==> src/sv/bmhpq_pkg.sv <==
// shared types and constants of the binary min-heap priority queue
`default_nettype none
package bmhpq_pkg;

	localparam int KEY_W        = 8;
	localparam int TAG_W        = 16;
	localparam int FILL_W       = 5;
	localparam int CAPACITY_DEF = 16;

	typedef enum logic {
		KIND_INSERT  = 1'b0,
		KIND_EXTRACT = 1'b1
	} kind_t;

	typedef enum logic [1:0] {
		STAT_INSERTED  = 2'd0,
		STAT_EXTRACTED = 2'd1,
		STAT_FULL      = 2'd2,
		STAT_EMPTY     = 2'd3
	} status_t;

	typedef struct packed {
		kind_t            kind;
		logic [TAG_W-1:0] tag_in;
		logic [KEY_W-1:0] key_in;
	} in_item_t;

	typedef struct packed {
		status_t           status;
		logic [TAG_W-1:0]  tag_out;
		logic [KEY_W-1:0]  key_out;
		logic [FILL_W-1:0] fill;
	} out_item_t;

	// one heap slot
	typedef struct packed {
		logic [KEY_W-1:0] key;
		logic [TAG_W-1:0] tag;
	} entry_t;

	// controller states
	typedef enum logic [2:0] {
		S_IDLE,
		S_UP_CHK,
		S_UP_CMP,
		S_EX_RD,
		S_EX_LD,
		S_DN_CHK,
		S_DN_CMP,
		S_DONE
	} state_t;

	// datapath operations issued by the controller
	typedef enum logic [3:0] {
		DP_NOP,
		DP_START_INS,
		DP_START_EXT,
		DP_REFUSE_FULL,
		DP_REFUSE_EMPTY,
		DP_UP_READ,
		DP_UP_MOVE,
		DP_PLACE,
		DP_EX_READ,
		DP_EX_LOAD,
		DP_DN_READ,
		DP_DN_MOVE
	} dp_op_t;

	typedef struct packed {
		dp_op_t op;
		logic   load_out;
	} dp_cmd_t;

	typedef struct packed {
		logic full;
		logic empty;
		logic hole_root;
		logic up_climb;
		logic dn_leaf;
		logic dn_sink;
	} dp_stat_t;

endpackage
`default_nettype wire

==> src/sv/bmhpq_ctrl.sv <==
// sequencing state machine of the heap queue
`default_nettype none
module bmhpq_ctrl (
	input  wire logic                clk,
	input  wire logic                arst_n,
	input  wire logic                in_valid,
	output logic                     in_ready,
	input  wire bmhpq_pkg::kind_t    in_kind,
	output logic                     out_valid,
	input  wire logic                out_ready,
	input  wire bmhpq_pkg::dp_stat_t stat,
	output bmhpq_pkg::dp_cmd_t       cmd
);
	import bmhpq_pkg::*;

	state_t state_q;
	state_t state_nxt;
	logic   out_valid_q;

	// state register
	always_ff @(posedge clk or negedge arst_n) begin
		if (!arst_n) begin
			state_q <= S_IDLE;
		end else begin
			state_q <= state_nxt;
		end
	end

	// output beat valid flag
	always_ff @(posedge clk or negedge arst_n) begin
		if (!arst_n) begin
			out_valid_q <= 1'b0;
		end else if (cmd.load_out) begin
			out_valid_q <= 1'b1;
		end else if (out_ready) begin
			out_valid_q <= 1'b0;
		end
	end

	assign out_valid = out_valid_q;

	// next state and datapath commands
	always_comb begin
		state_nxt    = state_q;
		cmd.op       = DP_NOP;
		cmd.load_out = 1'b0;
		in_ready     = 1'b0;
		unique case (state_q)
			S_IDLE: begin
				in_ready = 1'b1;
				if (in_valid) begin
					if (in_kind == KIND_INSERT) begin
						if (stat.full) begin
							cmd.op    = DP_REFUSE_FULL;
							state_nxt = S_DONE;
						end else begin
							cmd.op    = DP_START_INS;
							state_nxt = S_UP_CHK;
						end
					end else begin
						if (stat.empty) begin
							cmd.op    = DP_REFUSE_EMPTY;
							state_nxt = S_DONE;
						end else begin
							cmd.op    = DP_START_EXT;
							state_nxt = S_EX_RD;
						end
					end
				end
			end
			S_UP_CHK: begin
				if (stat.hole_root) begin
					cmd.op    = DP_PLACE;
					state_nxt = S_DONE;
				end else begin
					cmd.op    = DP_UP_READ;
					state_nxt = S_UP_CMP;
				end
			end
			S_UP_CMP: begin
				if (stat.up_climb) begin
					cmd.op    = DP_UP_MOVE;
					state_nxt = S_UP_CHK;
				end else begin
					cmd.op    = DP_PLACE;
					state_nxt = S_DONE;
				end
			end
			S_EX_RD: begin
				cmd.op    = DP_EX_READ;
				state_nxt = S_EX_LD;
			end
			S_EX_LD: begin
				cmd.op    = DP_EX_LOAD;
				state_nxt = S_DN_CHK;
			end
			S_DN_CHK: begin
				if (stat.dn_leaf) begin
					cmd.op    = DP_PLACE;
					state_nxt = S_DONE;
				end else begin
					cmd.op    = DP_DN_READ;
					state_nxt = S_DN_CMP;
				end
			end
			S_DN_CMP: begin
				if (stat.dn_sink) begin
					cmd.op    = DP_DN_MOVE;
					state_nxt = S_DN_CHK;
				end else begin
					cmd.op    = DP_PLACE;
					state_nxt = S_DONE;
				end
			end
			S_DONE: begin
				// wait until the output register is free
				if (!out_valid_q || out_ready) begin
					cmd.load_out = 1'b1;
					state_nxt    = S_IDLE;
				end
			end
			default: begin
				state_nxt = S_IDLE;
			end
		endcase
	end

endmodule
`default_nettype wire

==> src/sv/bmhpq_dp.sv <==
// heap storage, sift registers and result register of the heap queue
`default_nettype none
module bmhpq_dp #(
	parameter int CAPACITY = bmhpq_pkg::CAPACITY_DEF
) (
	input  wire logic                clk,
	input  wire logic                arst_n,
	input  wire bmhpq_pkg::in_item_t in_data,
	input  wire bmhpq_pkg::dp_cmd_t  cmd,
	output bmhpq_pkg::dp_stat_t      stat,
	output bmhpq_pkg::out_item_t     out_data
);
	import bmhpq_pkg::*;

	localparam int IW = $clog2(CAPACITY);
	localparam int CW = $clog2(CAPACITY + 1);
	localparam int XW = IW + 1;

	entry_t          mem [CAPACITY];
	entry_t          rd0_q;
	entry_t          rd1_q;
	entry_t          moving_q;
	entry_t          res_entry_q;
	status_t         res_status_q;
	out_item_t       out_q;
	logic [IW-1:0]   hole_q;
	logic [CW-1:0]   count_q;

	logic [IW-1:0]   hole_m1;
	logic [IW-1:0]   parent;
	logic [XW-1:0]   left_x;
	logic [XW-1:0]   right_x;
	logic [XW-1:0]   count_x;
	logic            pick_r;
	entry_t          child;
	logic [IW-1:0]   child_idx;

	logic [IW-1:0]   rd_addr0;
	logic [IW-1:0]   rd_addr1;
	logic            wr_en;
	logic [IW-1:0]   wr_addr;
	entry_t          wr_data;

	// neighbor indexes of the hole
	assign hole_m1 = hole_q - IW'(1);
	assign parent  = hole_m1 >> 1;
	assign left_x  = {hole_q, 1'b1};
	assign right_x = left_x + XW'(1);
	assign count_x = XW'(count_q);

	// smaller child, right only when strictly smaller
	assign pick_r    = (right_x < count_x) && (rd1_q.key < rd0_q.key);
	assign child     = pick_r ? rd1_q : rd0_q;
	assign child_idx = pick_r ? right_x[IW-1:0] : left_x[IW-1:0];

	// status to the controller
	assign stat.full      = (count_q == CW'(CAPACITY));
	assign stat.empty     = (count_q == '0);
	assign stat.hole_root = (hole_q == '0);
	assign stat.up_climb  = (moving_q.key < rd0_q.key);
	assign stat.dn_leaf   = (left_x >= count_x);
	assign stat.dn_sink   = (child.key < moving_q.key);

	// memory address and write selection
	always_comb begin
		rd_addr0 = '0;
		rd_addr1 = '0;
		wr_en    = 1'b0;
		wr_addr  = hole_q;
		wr_data  = moving_q;
		unique case (cmd.op)
			DP_UP_READ: begin
				rd_addr0 = parent;
			end
			DP_EX_READ: begin
				rd_addr0 = '0;
				rd_addr1 = count_q[IW-1:0];
			end
			DP_DN_READ: begin
				rd_addr0 = left_x[IW-1:0];
				rd_addr1 = right_x[IW-1:0];
			end
			DP_PLACE: begin
				wr_en   = 1'b1;
				wr_data = moving_q;
			end
			DP_UP_MOVE: begin
				wr_en   = 1'b1;
				wr_data = rd0_q;
			end
			DP_DN_MOVE: begin
				wr_en   = 1'b1;
				wr_data = child;
			end
			default: begin
				wr_en = 1'b0;
			end
		endcase
	end

	// heap store, one write and two registered reads
	always_ff @(posedge clk) begin
		if (wr_en) begin
			mem[wr_addr] <= wr_data;
		end
		rd0_q <= mem[rd_addr0];
		rd1_q <= mem[rd_addr1];
	end

	// entry count
	always_ff @(posedge clk or negedge arst_n) begin
		if (!arst_n) begin
			count_q <= '0;
		end else if (cmd.op == DP_START_INS) begin
			count_q <= count_q + CW'(1);
		end else if (cmd.op == DP_START_EXT) begin
			count_q <= count_q - CW'(1);
		end
	end

	// sift and result registers
	always_ff @(posedge clk) begin
		unique case (cmd.op)
			DP_START_INS: begin
				moving_q     <= '{key: in_data.key_in, tag: in_data.tag_in};
				hole_q       <= count_q[IW-1:0];
				res_status_q <= STAT_INSERTED;
				res_entry_q  <= '0;
			end
			DP_START_EXT: begin
				res_status_q <= STAT_EXTRACTED;
			end
			DP_REFUSE_FULL: begin
				res_status_q <= STAT_FULL;
				res_entry_q  <= '0;
			end
			DP_REFUSE_EMPTY: begin
				res_status_q <= STAT_EMPTY;
				res_entry_q  <= '0;
			end
			DP_UP_MOVE: begin
				hole_q <= parent;
			end
			DP_EX_LOAD: begin
				res_entry_q <= rd0_q;
				moving_q    <= rd1_q;
				hole_q      <= '0;
			end
			DP_DN_MOVE: begin
				hole_q <= child_idx;
			end
			default: begin
				hole_q <= hole_q;
			end
		endcase
	end

	// output beat register
	always_ff @(posedge clk) begin
		if (cmd.load_out) begin
			out_q.status  <= res_status_q;
			out_q.tag_out <= res_entry_q.tag;
			out_q.key_out <= res_entry_q.key;
			out_q.fill    <= FILL_W'(count_q);
		end
	end

	assign out_data = out_q;

endmodule
`default_nettype wire

==> src/sv/binary_min_heap_priority_queue_top.sv <==
// Binary min-heap priority queue, one operation at a time.
// Insert: the new entry climbs from the new last slot toward the root. Extract: the root is read out and
// the last entry sinks from the root toward the leaves. A refused insert or extract skips the sift.
// Each sift level passes through a check and a compare state; the result then waits for a free output register.
// The next operation is taken in the cycle after the result loads.
// Reset: arst_n clears the entry count and control state; heap store is not cleared.
`default_nettype none
module binary_min_heap_priority_queue_top #(
	parameter int CAPACITY = bmhpq_pkg::CAPACITY_DEF
) (
	input  wire logic                 clk,
	input  wire logic                 arst_n,
	input  wire logic                 in_valid,
	output logic                      in_ready,
	input  wire bmhpq_pkg::in_item_t  in_data,
	output logic                      out_valid,
	input  wire logic                 out_ready,
	output bmhpq_pkg::out_item_t      out_data
);
	import bmhpq_pkg::*;

	dp_cmd_t  cmd;
	dp_stat_t stat;

	// sequencer
	bmhpq_ctrl u_ctrl (
		.clk       (clk),
		.arst_n    (arst_n),
		.in_valid  (in_valid),
		.in_ready  (in_ready),
		.in_kind   (in_data.kind),
		.out_valid (out_valid),
		.out_ready (out_ready),
		.stat      (stat),
		.cmd       (cmd)
	);

	// storage and compare datapath
	bmhpq_dp #(
		.CAPACITY (CAPACITY)
	) u_dp (
		.clk      (clk),
		.arst_n   (arst_n),
		.in_data  (in_data),
		.cmd      (cmd),
		.stat     (stat),
		.out_data (out_data)
	);

endmodule
`default_nettype wire

==> config.mk <==
export PLATFORM = sky130hd
export DESIGN_NAME = binary_min_heap_priority_queue_top
export DESIGN_NICKNAME = d
export VERILOG_FILES = /design/src/sv/bmhpq_pkg.sv /design/src/sv/bmhpq_ctrl.sv /design/src/sv/bmhpq_dp.sv /design/src/sv/binary_min_heap_priority_queue_top.sv
export SDC_FILE = /design/constraint.sdc
export NUM_CORES = 1
export LEC_CHECK = 0
export ABC_AREA = 0
export BUFFER_PORTS_ARGS = -buffer_cell sky130_fd_sc_hd__buf_2
export CAP_MARGIN = 20
export CORE_ASPECT_RATIO = 1.2
export CORE_UTILIZATION = 46
export CTS_CLUSTER_DIAMETER = 30
export DETAILED_ROUTE_END_ITERATION = 8
export HOLD_SLACK_MARGIN = 0.02
export PLACE_DENSITY = 0.6
export SYNTH_ARGS = -nofsm -noshare
export SYNTH_HDL_FRONTEND = slang
export SYNTH_SLANG_ARGS = --single-unit
==> constraint.sdc <==
create_clock -name clk -period 6.8 [get_ports clk]
set_input_delay 1.36 -clock clk [delete_from_list [all_inputs] [get_ports clk]]
set_output_delay 1.36 -clock clk [all_outputs]
set_load 0.01 [all_outputs]
### Word-level counts from Yosys, hierarchy flattened

Memory sizes are Yosys's and may differ from the RTL's. A register that Yosys moved wholly into a read port is not among the register bits.
Cells that the tools add are included.

| storage, ports and cells | value |
|---|---|
| RAM bits | 384 |
| register bits after elaboration | 94 |
| logic and storage cells | 97 |
| output and inout port bits | 33 |
| memories | 1 |
| bits of input ports | 29 |

| cells by class | value |
|---|---|
| $lt $le $gt $ge | 5 |
| equality and inequality tests | 21 |
| reduce and logical (&&, ||, !) cells | 15 |
| multiplexer cells | 38 |
| add/sub/neg operators | 4 |

Memories:

| memory | words | bits a word | rd ports | clocked after Yosys merged registers in | wr ports | line | text |
|---|---|---|---|---|---|---|---|
| u_dp.mem | 16 | 24 | 2 | 2 | 1 | bmhpq_dp.sv:19 | `entry_t mem [CAPACITY];` |

Operators with widths:

| operator | number |
|---|---|
| 24-bit case mux with 2 select lines | 3 |
| 4-bit case mux with 7 select lines | 1 |
| 8-bit less-than comparator | 3 |
| 24-bit 2-to-1 mux | 1 |
| 3-bit 2-to-1 mux | 8 |
| 3-bit case mux with 8 select lines | 1 |
| 4-bit 2-to-1 mux | 5 |
| 4-bit by 3-bit == test with 1-bit output (second input constant) | 4 |
| 4-bit == test (second input constant) | 4 |
| 4-bit case mux with 2 select lines | 2 |
| 4-bit case mux with 4 select lines | 1 |
| 3-bit == test (second input constant) | 4 |
| 5-bit by 1-bit adder with 5-bit output (second input constant) | 2 |
| 1-bit 2-to-1 mux | 10 |
| 5-bit 2-to-1 mux | 2 |
| 4-bit by 2-bit == test with 1-bit output (second input constant) | 2 |
| 2-bit case mux with 4 select lines | 1 |
| 2-bit nonzero test | 4 |
| 4-bit nonzero test | 2 |
| 3-bit by 2-bit == test with 1-bit output (second input constant) | 2 |
| 2-bit 2-to-1 mux | 3 |
| 3-bit OR reduction | 2 |
| 5-bit == test (second input constant) | 1 |
| 5-bit >= comparator | 1 |
| other kinds (14) | 14 |

### Logic depth before layout (Yosys ltp)

| depth | value |
|---|---|
| word-level depth | 12 |
| gate-level depth with buffers | 22 |
| depth with buffers taken out | 21 |

### By module

Synthesis repeated with hierarchy kept, for this count alone.

| unflattened totals | value |
|---|---|
| cells, all modules | 1852 |
| area total of the unflattened synthesis | 24478.5 um^2 |

Modules (own cells, without submodules):

| module | area an instance (um^2) | sequential area each (um^2) | cells an instance | times used |
|---|---|---|---|---|
| bmhpq_dp | 24055.6 | 15169.5 | 1797 | 1 |
| bmhpq_ctrl | 422.9 | 100.1 | 55 | 1 |

### Worst setup path before layout

OpenSTA, ideal clock, no wires.

| timing path | value |
|---|---|
| path kind | flip-flop to flip-flop |
| from | reg u_dp.hole_q[0] |
| to | reg u_dp.count_q[4] |
| setup time | 0.129 ns |
| clock period less this slack | 5.492 ns |
| cell stages (with the launch flop) | 23 |
| required time | 6.671 ns |
| path slack | 1.308 ns |
| buffers on the path | 1 |
| data arrival time | 5.363 ns |
| path through | edfxtp_1 -> inv_1 -> ha_1 -> ha_1 -> o21a_1 -> o21a_1 -> o21ai_1 -> o211ai_1 -> clkbuf_1 -> mux2_2 -> ha_1 -> a21o_1 -> a21oi_1 -> nor2b_1 -> nor4b_2 -> o2111ai_1 -> or4_4 -> fa_1 -> a21o_1 -> a21oi_1 -> and2_1 -> a2bb2oi_1 -> xnor2_1 |

| on the way | value |
|---|---|
| word-level cells in the longest chain between the ends | 9 |

RTL lines:

| element | line | text |
|---|---|---|
| start, declared | bmhpq_dp.sv:26 | `logic [IW-1:0] hole_q;` |
| start signal, assigned | bmhpq_dp.sv:126 | `hole_q <= count_q[IW-1:0];` |
| start signal, assigned | bmhpq_dp.sv:142 | `hole_q <= parent;` |
| start signal, assigned | bmhpq_dp.sv:150 | `hole_q <= child_idx;` |
| 5-bit by 1-bit adder with 5-bit output | bmhpq_dp.sv:48 | `assign right_x = left_x + XW'(1);` |
| 5-bit less-than comparator | bmhpq_dp.sv:52 | `assign pick_r = (right_x < count_x) && (rd1_q.key < rd0_q.key);` |
| 1-bit logical AND | bmhpq_dp.sv:52 |  |
| 24-bit 2-to-1 mux | bmhpq_dp.sv:53 | `assign child = pick_r ? rd1_q : rd0_q;` |
| 8-bit less-than comparator | bmhpq_dp.sv:62 | `assign stat.dn_sink = (child.key < moving_q.key);` |
| 4-bit 2-to-1 mux | bmhpq_ctrl.sv:107 | `if (stat.dn_sink) begin` |
| 4-bit case mux with 7 select lines (*) | bmhpq_ctrl.sv:48 | `unique case (state_q)` |
| 4-bit by 1-bit == test with 1-bit output / 4-bit by 2-bit == test with 1-bit output (equally long branches) | bmhpq_dp.sv:114, bmhpq_dp.sv:116 |  |
| 5-bit 2-to-1 mux / 2-bit nonzero test (equally long branches) | - |  |
| end signal, assigned | bmhpq_dp.sv:115 | `count_q <= count_q + CW'(1);` |
| end signal, assigned | bmhpq_dp.sv:117 | `count_q <= count_q - CW'(1);` |
| end, declared | bmhpq_dp.sv:27 | `logic [CW-1:0] count_q;` |

Mark *: on every way between the ends. The rest lies on a longest branch, timed or not.
A chain may end at the register's enable or synchronous reset.

### Worst setup path in the final report

Ends and elaborated chain as after synthesis.

==> flow_metrics.tcl <==
set metrics [dict create \
    wl_met1_microns 28000 \
    rsz0062_at_grt "no" \
    path_cells "inv_1, ha_1, ha_1, o21a_1, o21a_1, o21ai_1, o211ai_1, buf_4, mux2_2, ha_1, a21oi_1, nor2b_1, nor4b_2, o2111ai_1, or4_4, fa_1, a21o_1, a21oi_1, and2_1, a2bb2oi_1, xnor2_1" \
    max_freq_mhz 165 \
    cp-start-kind "register" \
    syn_area_per_cell_sq_um 14.6 \
    n_antenna_cell 0 \
    dieWidth_microns 211 \
    arrival_ns 6.53 \
    overflow 0 \
    fin_nets 1803 \
    cts_inserted_buffers 90 \
    numClockSinks 526 \
    seq_area_frac_synth 0.634 \
    clk_latency_ns 0.63 \
    power_leakage_nw 9.69 \
    maxSlewViolCount 0 \
    cts_hold_buf 0 \
    ys.flop_type "edfxtp_1" \
    cp-end-kind "register" \
    hold_path_depth 0 \
    setup_viol_count_final 0 \
    cts_tree "yes" \
    ys_types 74 \
    worst_pin_slew_ns 1.31 \
    wl_microns 70100 \
    wire_per_inst_microns 27.9 \
    synth_cells 1653 \
    drtAntennaViolNets 0 \
    max-slew-margin-rel 0.124 \
    critical-path-top-delay-family "adder cells" \
    placed_area_sq_um 25300 \
    fin_area_sq_um 28300 \
    place.gp.congestion 0.848 \
    first_pass_iters 7 \
    drv_cap 0 \
    crit_buf_inv 2 \
    reg2reg_depth 21 \
    cp.depth 21 \
    finalHoldViolCount 0 \
    hold_ws_ns 0.417 \
    syn_area_sq_um 24100 \
    core_area_sq_um 51600 \
    period_minus_slack_ns 6.05 \
    cts-root-buf "clkbuf_16" \
    highest_layer "met5" \
    critPathMaxStageDelay_ns 0.66 \
    crit_required_ns 7.29 \
    h-tree-depth 3 \
    async_reset_ff_frac 0.0171 \
    dr_wl_met3_microns 5580 \
    io_pins 62 \
    outcome "completed" \
    first_iter_violations 1750 \
    layout-drive-gt1-share 0.249 \
    fp.dieH_microns 253 \
    drc 0 \
    critical_path_class "register to register" \
    syn_to_final_growth_pct 17.4 \
    cts_resized 0 \
    grt_pass1_vias 15800 \
    dp_slack_ns 0.772 \
    fin_skew_ns 0.0247 \
    cts_setup_buffers 0 \
    wl_met2_microns 34000 \
    dieArea_sq_um 53300 \
    clk_pin_slew_worst_paths_ns 0.05 \
    grt_max_degree 97 \
    setup_ws_ns 0.753 \
    grt_usage 0.267 \
    cts_buffer_depth 3 \
    ir_drop_mv 0.418 \
    cpMaxStageDelayCell "or4_4" \
    synth_seq_cells 526 \
    synth_edf_count 469 \
    crit_top_cell "ha_1" \
    fin_crit_sh 0.889 \
    dp_hpwl_microns 39000 \
    antenna_found_initial 3 \
    viasPerCell 6.28 \
    row_count 91 \
    syn-num-nets 1720 \
    cp_max_fo 9 \
    min_path_type "register to register" \
    yosysWarnings 0 \
    via_count 15800 \
    final.setup.tns_ns 0 \
    grt_pass1_wl_microns 103000 \
    initial_core_util 0.467 \
    port_buffers 61 \
    p_per_area_nw_per_um2 575 \
]
-- synthesized netlist by cell type (8+ instances only) --
library cell  count  area share
edfxtp_1        469        0.59
nand2_1         141       0.022
a21oi_1         108       0.022
mux4_2           96       0.090
a211oi_1         94       0.029
nor3_1           80       0.017
clkbuf_1         62      0.0097
o21ai_0          54       0.011
dfxtp_1          48       0.040
and2_1           45       0.012
buf_2            43      0.0089
ha_1             37       0.019
nor2_1           34      0.0053
mux2i_1          30       0.012
nor2b_1          28      0.0073
a22o_1           25      0.0091
inv_1            24      0.0037
o22ai_1          24      0.0062
a221oi_2         22       0.014
and3_1           18      0.0047
a221o_1          17      0.0071
nand2b_1         12      0.0031
a21o_1           11      0.0034
buf_6             9      0.0042
dfrtp_1           9      0.0094
mux2_2            8      0.0037
nand3_1           8      0.0017
o31ai_1           8      0.0025
-- worst register-to-register path, stage by stage, from the launching register on --
cell	delay (ns)
edfxtp_1	0.58
inv_1	0.24
ha_1	0.55
ha_1	0.30
o21a_1	0.12
o21a_1	0.16
o21ai_1	0.16
o211ai_1	0.27
buf_4	0.28
mux2_2	0.29
ha_1	0.30
a21oi_1	0.13
nor2b_1	0.07
nor4b_2	0.39
o2111ai_1	0.28
or4_4	0.66
fa_1	0.43
a21o_1	0.18
a21oi_1	0.19
and2_1	0.16
a2bb2oi_1	0.08
xnor2_1	0.14
-- registers in the layout, indices dropped and copies added, names as in the netlist, 3 cells and up --
register / cells
u_dp.mem: 384
u_dp.out_data: 31
u_dp.moving_q: 24
u_dp.rd0_q: 24
u_dp.rd1_q: 24
u_dp.res_entry_q: 24
u_dp.count_q: 5
u_dp.hole_q: 4
u_ctrl.state_q: 3
-- final cells by class --
class / instances / area, sq um
Sequential cell: 526 / 15300
Multi-Input combinational cell: 979 / 8310
Timing Repair Buffer: 114 / 773
Clock buffer: 106 / 2380
Tap cell: 697 / 872
Fill cell: 4120 / 23300
Inverter: 25 / 93.8
Clock inverter: 63 / 569
-- final timing paths --
path                                     startpoint                end  slack [ns]
worst max register to register       u_dp.hole_q[0]    u_dp.count_q[4]        0.75
max in group asynchronous                    arst_n    u_dp.count_q[2]        6.01
min in group asynchronous                    arst_n  u_ctrl.state_q[0]        0.59
worst max-delay path                 u_dp.hole_q[0]    u_dp.count_q[4]        0.75
worst min-delay path            u_dp.res_entry_q[9]  u_dp.out_data[22]        0.42
worst min register to register  u_dp.res_entry_q[9]  u_dp.out_data[22]        0.42
-- through the flow --
stage / utilization / instances / power [W]
2_1_floorplan: - / 1653 / 0.00969
3_3_place_gp: 0.490 / 2338 / 0.0117
3_5_place_dp: 0.490 / 2339 / 0.0119
4_1_cts: 0.547 / 2508 / 0.0162
5_1_grt: 0.548 / 2510 / 0.0170
6_report: 0.548 / 2510 / 0.0162
-- layer usage --
metal  global-route usage  up-vias
li1                     -     6778
met1                0.351     8074
met2                0.440      772
met3               0.0384      134
met4                0.120        4
met5                    0        -
-- power breakdown --
part           internal, W  switching (W)
clock              0.00267        0.00165
sequential         0.00504       0.000437
combinational      0.00220        0.00424
-- cells by family (layout without fill, tap and decap cells) --
group,Yosys count,after routing,share of synthesized area
mux,135,135,0.107
flops,526,526,0.634
compound gates,415,415,0.128
simple gates,380,380,0.0780
buf+inv,148,308,0.0292
xor+xnor,11,11,0.00400
fa+ha+maj,38,38,0.0201
-- cell usage in the layout, fill, tap and decap left out, drive strengths merged, types with 8 or more instances in the layout --
cell type / n
a221o: 17
buf: 114
a221oi: 24
a21o: 12
edfxtp: 469
clkinvlp: 13
nand2b: 13
ha: 37
nor3: 80
a211oi: 98
inv: 43
clkinv: 29
nand3: 8
o22ai: 24
a22o: 25
and3: 18
mux4: 96
nand2: 142
clkbuf: 106
dfrtp: 9
mux2: 9
and2: 48
nor2: 34
o31ai: 10
o21ai: 57
a21oi: 114
dfxtp: 48
nor2b: 28
mux2i: 30
Note: power is estimated with default switching activity, not from simulation.
